$ cat config.mk
export PLATFORM = sky130hd
export DESIGN_NAME = siva_window
export DESIGN_NICKNAME = d
export VERILOG_FILES = /design/src/hdl/siva_pkg.sv /design/src/hdl/siva_window.sv
export SDC_FILE = /design/constraint.sdc
export NUM_CORES = 1
export LEC_CHECK = 0
export BUFFER_PORTS_ARGS = -buffer_cell sky130_fd_sc_hd__buf_2
export CAP_MARGIN = 40
export CORE_MARGIN = 1
export CORE_UTILIZATION = 46
export DETAILED_ROUTE_END_ITERATION = 10
export PLACE_DENSITY = 0.76
export SLEW_MARGIN = 20
export SYNTH_ARGS = -nofsm -noshare
export SYNTH_HDL_FRONTEND = slang
export SYNTH_SLANG_ARGS = --single-unit
$ cat constraint.sdc
create_clock -name vclk -period 5.09
set_input_delay 0.7635 -clock vclk [all_inputs]
set_output_delay 0.7635 -clock vclk [all_outputs]
set_load 0.02 [all_outputs]
$ cat src/hdl/siva_pkg.sv
`timescale 1ns / 1ps
// ----------------------------------------------------------------------------
// siva_pkg
// Types and constants shared by the shift index vote accumulator modules.
// ----------------------------------------------------------------------------
package siva_pkg;

    localparam int SCORE_W   = 15;
    localparam int APPLIED_W = 17;
    localparam int PTR_W     = 17;
    localparam int ROWID_W   = 14;
    localparam int MASS_W    = 17;
    localparam int TOL_W     = 10;
    localparam int WEIGHT_W  = 8;
    localparam int CFG_W     = 15;
    localparam int SPAN_W    = 19;

    localparam logic [SCORE_W-1:0] SCORE_MAX    = 15'd32767;
    localparam logic [CFG_W-1:0]   ACTIVE_RESET = 15'd16384;

    typedef enum logic [2:0] {
        FUNC_LOAD_RANGE = 3'd0,
        FUNC_LOAD_ENTRY = 3'd1,
        FUNC_VOTE       = 3'd2,
        FUNC_CLEAR      = 3'd3,
        FUNC_READ       = 3'd4
    } func_t;

    typedef enum logic [3:0] {
        ST_IDLE,
        ST_CLEAR,
        ST_WIN,
        ST_PTR,
        ST_ENT_RD,
        ST_ENT_WAIT,
        ST_SC_WAIT,
        ST_RD_WAIT,
        ST_RESULT
    } state_t;

    typedef struct packed {
        logic             skip;
        logic [PTR_W-1:0] left;
        logic [PTR_W-1:0] right;
    } win_t;

endpackage

$ cat src/hdl/siva_window.sv
`timescale 1ns / 1ps
// ----------------------------------------------------------------------------
// siva_window
// Vote window: clamp the low end at zero and flag windows whose high end
// falls outside the active columns.
// ----------------------------------------------------------------------------
module siva_window #(
    parameter int COLUMNS = 16384
) (
    input  logic signed [siva_pkg::MASS_W-1:0] mass,
    input  logic [siva_pkg::TOL_W-1:0]         tolerance,
    input  logic [siva_pkg::CFG_W-1:0]         active_columns,
    output siva_pkg::win_t                     win
);
    import siva_pkg::*;

    logic signed [SPAN_W-1:0] lo;
    logic signed [SPAN_W-1:0] hi;
    logic [31:0]              hi_ext;

    always_comb begin
        lo     = SPAN_W'(mass) - $signed({{(SPAN_W-TOL_W){1'b0}}, tolerance});
        hi     = SPAN_W'(mass) + $signed({{(SPAN_W-TOL_W){1'b0}}, tolerance});
        hi_ext = 32'(unsigned'(hi));
        win.left  = lo[SPAN_W-1] ? '0 : lo[PTR_W-1:0];
        win.right = hi[PTR_W-1:0];
        win.skip  = hi[SPAN_W-1]
                 || (hi_ext >= 32'(active_columns))
                 || (hi_ext >= 32'(COLUMNS));
    end

endmodule

---- Word level (Yosys, flattened, before mapping) ----
Cells that the tools add are included.
W data, S select, Z words.
storage, ports and cells
  register bits ........................... 0
  logic and storage cells ................. 7
  output and inout bits ................... 35
cells by class
  magnitude comparators ................... 2
  reductions and logical operators ........ 2
  mux-type cells .......................... 1
  add/subtract/negate cells ............... 2
operators with widths
  operator                number
  $ge A19 B15 Y1          1
  $ge A19 B15 Y1 const B  1
  $add A17 B11 Y18        1
  $sub A17 B11 Y18        1
  $mux W17                1
  $logic_or A1 B1 Y1      2

---- Depth between registers and ports, before layout ----
Gate-level depths: netlist of the first run.
  word-level depth ........................ 4
  gate-level depth with buffers ........... 17

---- Worst setup path before layout of the first run ----
Ideal clock, no wire load.
  kind .................................... input to output
  start point ............................. input mass[0] (netlist bit)
  end point ............................... output win[34] (netlist bit)
  arrival time ............................ 4006 ps
  buffers on the path ..................... 0
  stages .................................. 17
  setup slack ............................. 321 ps
  cells stage by stage .................... ha_1 inv_1 fa_1 o21ba_1 nor3_1 a211oi_2 o31ai_1 a21oi_1 o21a_1 nor2_1 ha_1 nand4_1 a21oi_1 nor4_1 o21ai_0 a211oi_1 nand4b_1
RTL lines
  element             RTL line           source
  start: declaration  siva_window.sv:10  input logic signed [siva_pkg::MASS_W-1:0] mass,
  end: declaration    siva_window.sv:13  output siva_pkg::win_t win

==> qor.yml, run 1 <==
status:
  status: "finished clean"
sta:
  slew_violations: 0
  finalWorstSetupSlack_ns: 0.230
  period_needed_ns: 4.86
  hold_viol_final: 0
  setup_viol: 0
  fin_tns_setup_ns: 0
  max_slew.worst_pin.slew_ns: 0.539
  clock.fmax_ghz: 0.206
  rsz0062_at_grt: "false"
  period_share_pct: 95.5
  maxSlewHeadroom_pct: 64.0
detailed_routing:
  drc: 0
  wl_um: 4140
  antenna_left: 0
  num_vias: 1858
  avgRoutedWirePerCell_um: 11.4
  dr.pass1.iters: 4
  drt_iter0_drc: 73
  via_per_inst: 5.10
setup_path:
  critPathLaunchType: "primary input"
  cpMaxStageDelayCell: "fa_1"
  crit_chain: "buf_2 -> ha_1 -> inv_1 -> fa_1 -> o21ba_1 -> nor3_1 -> a211oi_2 -> o31ai_2 -> a21oi_1 -> o21a_1 -> nor2_1 -> ha_1 -> nand4_1 -> a21oi_1 -> nor4_1 -> o21ai_0 -> a211oi_1 -> nand4b_1 -> buf_2"
  crit_family: "compound AO/OA/AOI/OAI gates"
  cp_max_fo: 3
  crit_type: "in -> out"
  cp_data_required_time_ns: 4.33
  cp.arrival_ns: 4.10
  critPathBufInv: 3
  slowest_delay_ns: 0.39
  worst_setup_path_end_kind: "output pin"
synth:
  synth_cell_types: 51
  yosys-top-cells-area: "ha_1, inv_1, xnor2_1"
  synth_cells: 248
  avgSynthCellArea_um2: 6.81
  synthDominantCellAreaShare_pct: 25.9
  seq_area_frac_synth_pct: 0
  synthesis.area_mm2: 0.00169
  synth_fp_nets: 327
  ys_warn_count: 0
  post-synth-top-area-cell: "ha_1"
layout:
  clkbuf_count: 0
  seq_cells: 0
  area_growth_pct: 24.5
  drive_gt1_share_pct: 28.3
  nets: 399
  design_area_mm2: 0.00210
  antenna_cells: 0
  fill_cells: 362
  seq_area_um2: 0
global_routing:
  antenna_found_initial: 0
  grt_pass1_vias: 1705
  grtUsageTotal_pct: 20.6
  grt_pass1_wl_um: 7010
  grt_max_degree: 15
  grt_overflow: 0
pwr:
  p_leak_nw: 1.16
  p_seq_share_pct: 0
  pwr-share-comb_pct: 100.0
  switching_share_pct: 60.2
  ir_drop_mv: 0.0632
  power.density_mw_per_mm2: 142
  intPower_mw: 0.119
  total_power_mw: 0.298
  power.switching_mw: 0.179
  power_frac_clock_pct: 0
floorplan:
  ios: 77
  core_mm2: 0.00342
  start_util_pct: 49.4
  rows: 21
  die_x_um: 62.6
  die_area_mm2: 0.00392
  die_h_um: 62.6
placement:
  port_buffers: 77
  hpwlAfterDp_um: 3580
  dpl_cell_area_mm2: 0.00209
  pre_cts_ws_ns: 0.158
  gp_congestion: 0.888
min_path:
  hold_class: "in -> out"
clocking:
  ctsHoldBuffers: 0
job:
  maxCapViolCount: 0
cell usage after synthesis (2+ instances only):
master,number
o21ai_0,12
nand2_1,13
a211oi_1,4
clkbuf_1,3
ha_1,35
nor3_1,4
nor3b_1,2
o21a_1,2
a21o_1,5
fa_1,2
nor2b_1,8
or3_1,3
buf_2,4
nand3_1,6
nor2_1,34
nand4_1,3
xnor2_1,15
a21oi_1,10
o31ai_1,2
nand2b_1,2
inv_1,39
xor2_1,7
a211oi_2,2
nor4_1,4
metrics by stage:
step	std cells	hold slack (ns)	utilization, %
final	364	1.89	61.5
after global routing	364	1.93	61.5
after CTS	363	1.89	61.1
after detailed placement	363	1.89	61.1
after floorplan	248	1.66	-
after global placement	363	1.89	61.1
what timing repair did:
item / 4_1_cts / 5_1_grt
hold endpoints to repair: 0 / 0
buffers inserted: 0 / 1
setup endpoints to repair: 0 / 1
gates resized for setup: 0 / 1
final cells by class:
type	instances	area, µm²	share of cell area [%]
multi-input combinational	199	1490	71.1
timing repair buffer	79	400	19.1
inverter	40	150	7.15
tap	46	57.6	2.74
power groups by stage:
stage / logic, mW / clock network [mW] / registers [mW]
floorplan: 0.210 / 0 / 0
global placement: 0.290 / 0 / 0
detailed placement: 0.294 / 0 / 0
CTS: 0.295 / 0 / 0
global route: 0.329 / 0 / 0
finish: 0.298 / 0 / 0
cells in the final DEF (no fill, tap or decap), types with 5 or more instances in the layout:
master | synthesis | routed
o21ai_0 | 12 | 12
ha_1 | 35 | 35
nand2_1 | 13 | 13
xor2_1 | 7 | 7
xnor2_1 | 15 | 15
nor2_1 | 34 | 34
nand3_1 | 6 | 6
nor2b_1 | 8 | 8
a21o_1 | 5 | 5
buf_2 | 4 | 77
a21oi_1 | 10 | 10
inv_1 | 39 | 39
cells by family after synthesis:
group	synth area share, %
AND/OR/NAND/NOR	25.6
AO/OA/AOI/OAI	22.8
buffers and inverters	11.9
adder cells (fa/ha/maj)	28.3
XOR/XNOR	11.4
path summary, 6_finish.rpt:
path / from / to / slack, ns / depth (start not counted)
worst max-delay path: tolerance[0] / win[34] / 0.23 / 19
worst min-delay path: mass[16] / win[28] / 1.89 / 3
tightest hold or removal path, stage by stage:
cell and delay, ns:
buf_2 0.16, a21oi_1 0.05, buf_2 0.15
metal layers:
layer / global-route usage, % / up-vias / wire, µm
met5: 0 / - / 0
met4: 0.581 / 0 / 0
met3: 0.547 / 0 / 136
met2: 38.0 / 39 / 2030
met1: 27.6 / 841 / 1970
li1: - / 978 / -
Note: power is estimated with default switching activity, not from simulation.
==> run 2, diff against run 1 <==
--- a/config.mk
+++ b/config.mk
@@ -7,6 +7,7 @@
 export LEC_CHECK = 0
 export BUFFER_PORTS_ARGS = -buffer_cell sky130_fd_sc_hd__buf_2
 export CAP_MARGIN = 40
+export CORE_ASPECT_RATIO = 1.1
 export CORE_MARGIN = 1
 export CORE_UTILIZATION = 46
 export DETAILED_ROUTE_END_ITERATION = 10
==> run 2 against run 1 <==
Against the previous run: power shrank 1.7%; routed wire length decreased by 4.0%; critical path depth stayed put; sequential share of layout area is the same; design area shrank 0.24%; flip-flop and latch count is the same; largest power group unchanged; core utilization down 0.10 points; die area barely moved; count of clock-buffer cells in the layout is the same; first-iteration DRC count is 19% lower.
==> qor.yml, run 2 (same netlist as run 1, synthesis figures left out) <==
floorplan:
  die_area_mm2: 0.00392  # about the same
  die_x_um: 59.8  # -4.5%
  start_util_pct: 49.5  # about the same
  die_h_um: 65.5  # +4.7%
  rows: 22  # +4.8%
  core_mm2: 0.00341  # about the same
  ios: 77  # unchanged
sta:
  hold_viol_final: 0  # unchanged
  clock.fmax_ghz: 0.209  # +1.4%
  setup_viol: 0  # unchanged
  rsz0062_at_grt: "false"
  slew_violations: 0  # unchanged
  fin_tns_setup_ns: 0  # unchanged
  hold_slack_ns: 1.88  # -0.0164 ns
  period_needed_ns: 4.79  # -0.0674 ns
  max_slew.worst_pin.slew_ns: 0.516  # -0.0233 ns
  period_share_pct: 94.1  # -1.3 points
  maxSlewHeadroom_pct: 65.5  # +1.6 points
detailed_routing:
  avgRoutedWirePerCell_um: 10.9  # -4.2%
  antenna_left: 0  # unchanged
  via_per_inst: 5.11  # +0.10%
  wl_um: 3980  # -4.0%
  num_vias: 1865  # +0.38%
  dr.pass1.iters: 4  # unchanged
  drc: 0  # unchanged
  drt_iter0_drc: 59  # -19%
layout:
  nets: 398  # -0.25%
  seq_area_um2: 0  # unchanged
  area_growth_pct: 24.2
  drive_gt1_share_pct: 28.1  # -0.23 points
  layout_commonest_cell: "buf_2"
  clkbuf_count: 0  # unchanged
  seq_cells: 0  # unchanged
  most-common-layout-cells: "buf_2, inv_1, ha_1, nor2_1, xnor2_1"
  antenna_cells: 0  # unchanged
  fin_util_pct: 61.4  # -0.10 points
setup_path:
  cp.arrival_ns: 4.03  # -0.07 ns
  critPathLaunchType: "primary input"
  startpoint: "mass[0]"
  crit_type: "in -> out"
  cp_max_fo: 3  # unchanged
  worst_setup_path_end_kind: "output pin"
  cp_data_required_time_ns: 4.33  # about the same
placement:
  hpwlAfterDp_um: 3490  # -2.7%
  gp_congestion: 0.905  # +1.9%
  port_buffers: 77  # unchanged
global_routing:
  grt_overflow: 0  # unchanged
  grt_pass1_vias: 1561  # -8.4%
  grt_pass1_wl_um: 6470  # -7.7%
  grt_max_degree: 15  # unchanged
  grtUsageTotal_pct: 20.2  # -0.37 points
  antenna_found_initial: 0  # unchanged
min_path:
  hold_end: "win[28]"
  holdPathStages: 3  # unchanged
  hold_class: "in -> out"
  hp-start: "mass[16]"
pwr:
  ir_drop_mv: 0.0700  # +11%
  p_leak_nw: 1.15  # -0.42%
  power.density_mw_per_mm2: 140  # -1.5%
status:
  status: "finished clean"
job:
  maxCapViolCount: 0  # unchanged
## run 2: cell count changes in the layout (fill, tap and decap cells not counted)
cell	change
buf_4	-1
## run 2: worst max-delay path by stage
stage | endpoint | slack [ns]
2_1_floorplan | win[34] | 0.32
3_3_place_gp | win[34] | 0.31
3_5_place_dp | win[34] | 0.22
4_1_cts | win[34] | 0.22
5_1_grt | win[34] | 0.06
6_report | win[34] | 0.30
## run 2: layout make-up
class                      count  area (µm²)
multi-input combinational    199        1490
fill                         366        1320
timing repair buffer          78         393
inverter                      40         150
tap                           48        60.1
## run 2: repair_timing
action | CTS | global route
setup buffers | 0 | 0
hold buffers | 0 | 0
resized for setup | 0 | 1
setup endpoints to repair | 0 | 1
## run 2: where the power goes
| group | total, mW | switching [mW] | internal, mW |
|---|---|---|---|
| Sequential | 0 | 0 | 0 |
| Clock | 0 | 0 | 0 |
| Combinational | 0.293 | 0.176 | 0.117 |
| Total | 0.293 | 0.176 | 0.117 |
## run 2: routing by layer
| layer | track usage [%] | share of wire, % | vias to the layer above |
|---|---|---|---|
| met5 | 0 | 0 | - |
| met4 | 1.74 | 0.63 | 0 |
| met3 | 0.394 | 4.1 | 2 |
| met2 | 35.0 | 47 | 47 |
| met1 | 28.4 | 48 | 839 |
| li1 | - | - | 977 |
## run 2: worst max-delay path, cell delays in order
cell      delay (ns)
buf_2           0.09
ha_1            0.17
inv_1           0.05
fa_1            0.39
o21ba_1         0.20
nor3_1          0.21
a211oi_2        0.10
o31ai_2         0.26
a21oi_1         0.11
o21a_1          0.18
nor2_1          0.11
ha_1            0.27
nand4_1         0.15
a21oi_1         0.06
nor4_1          0.26
o21ai_0         0.13
a211oi_1        0.24
nand4b_1        0.11
buf_2           0.17
## run 2: through the flow
| step | worst slack, ns | cells | area (µm²) | power (mW) |
|---|---|---|---|---|
| after CTS | 0.219 | 365 | 2090 | 0.293 |
| after detailed placement | 0.223 | 365 | 2090 | 0.292 |
| after floorplan | 0.321 | 248 | 1690 | 0.210 |
| after global routing | 0.0569 | 365 | 2100 | 0.326 |
| final | 0.298 | 365 | 2100 | 0.293 |
| after global placement | 0.311 | 365 | 2090 | 0.289 |
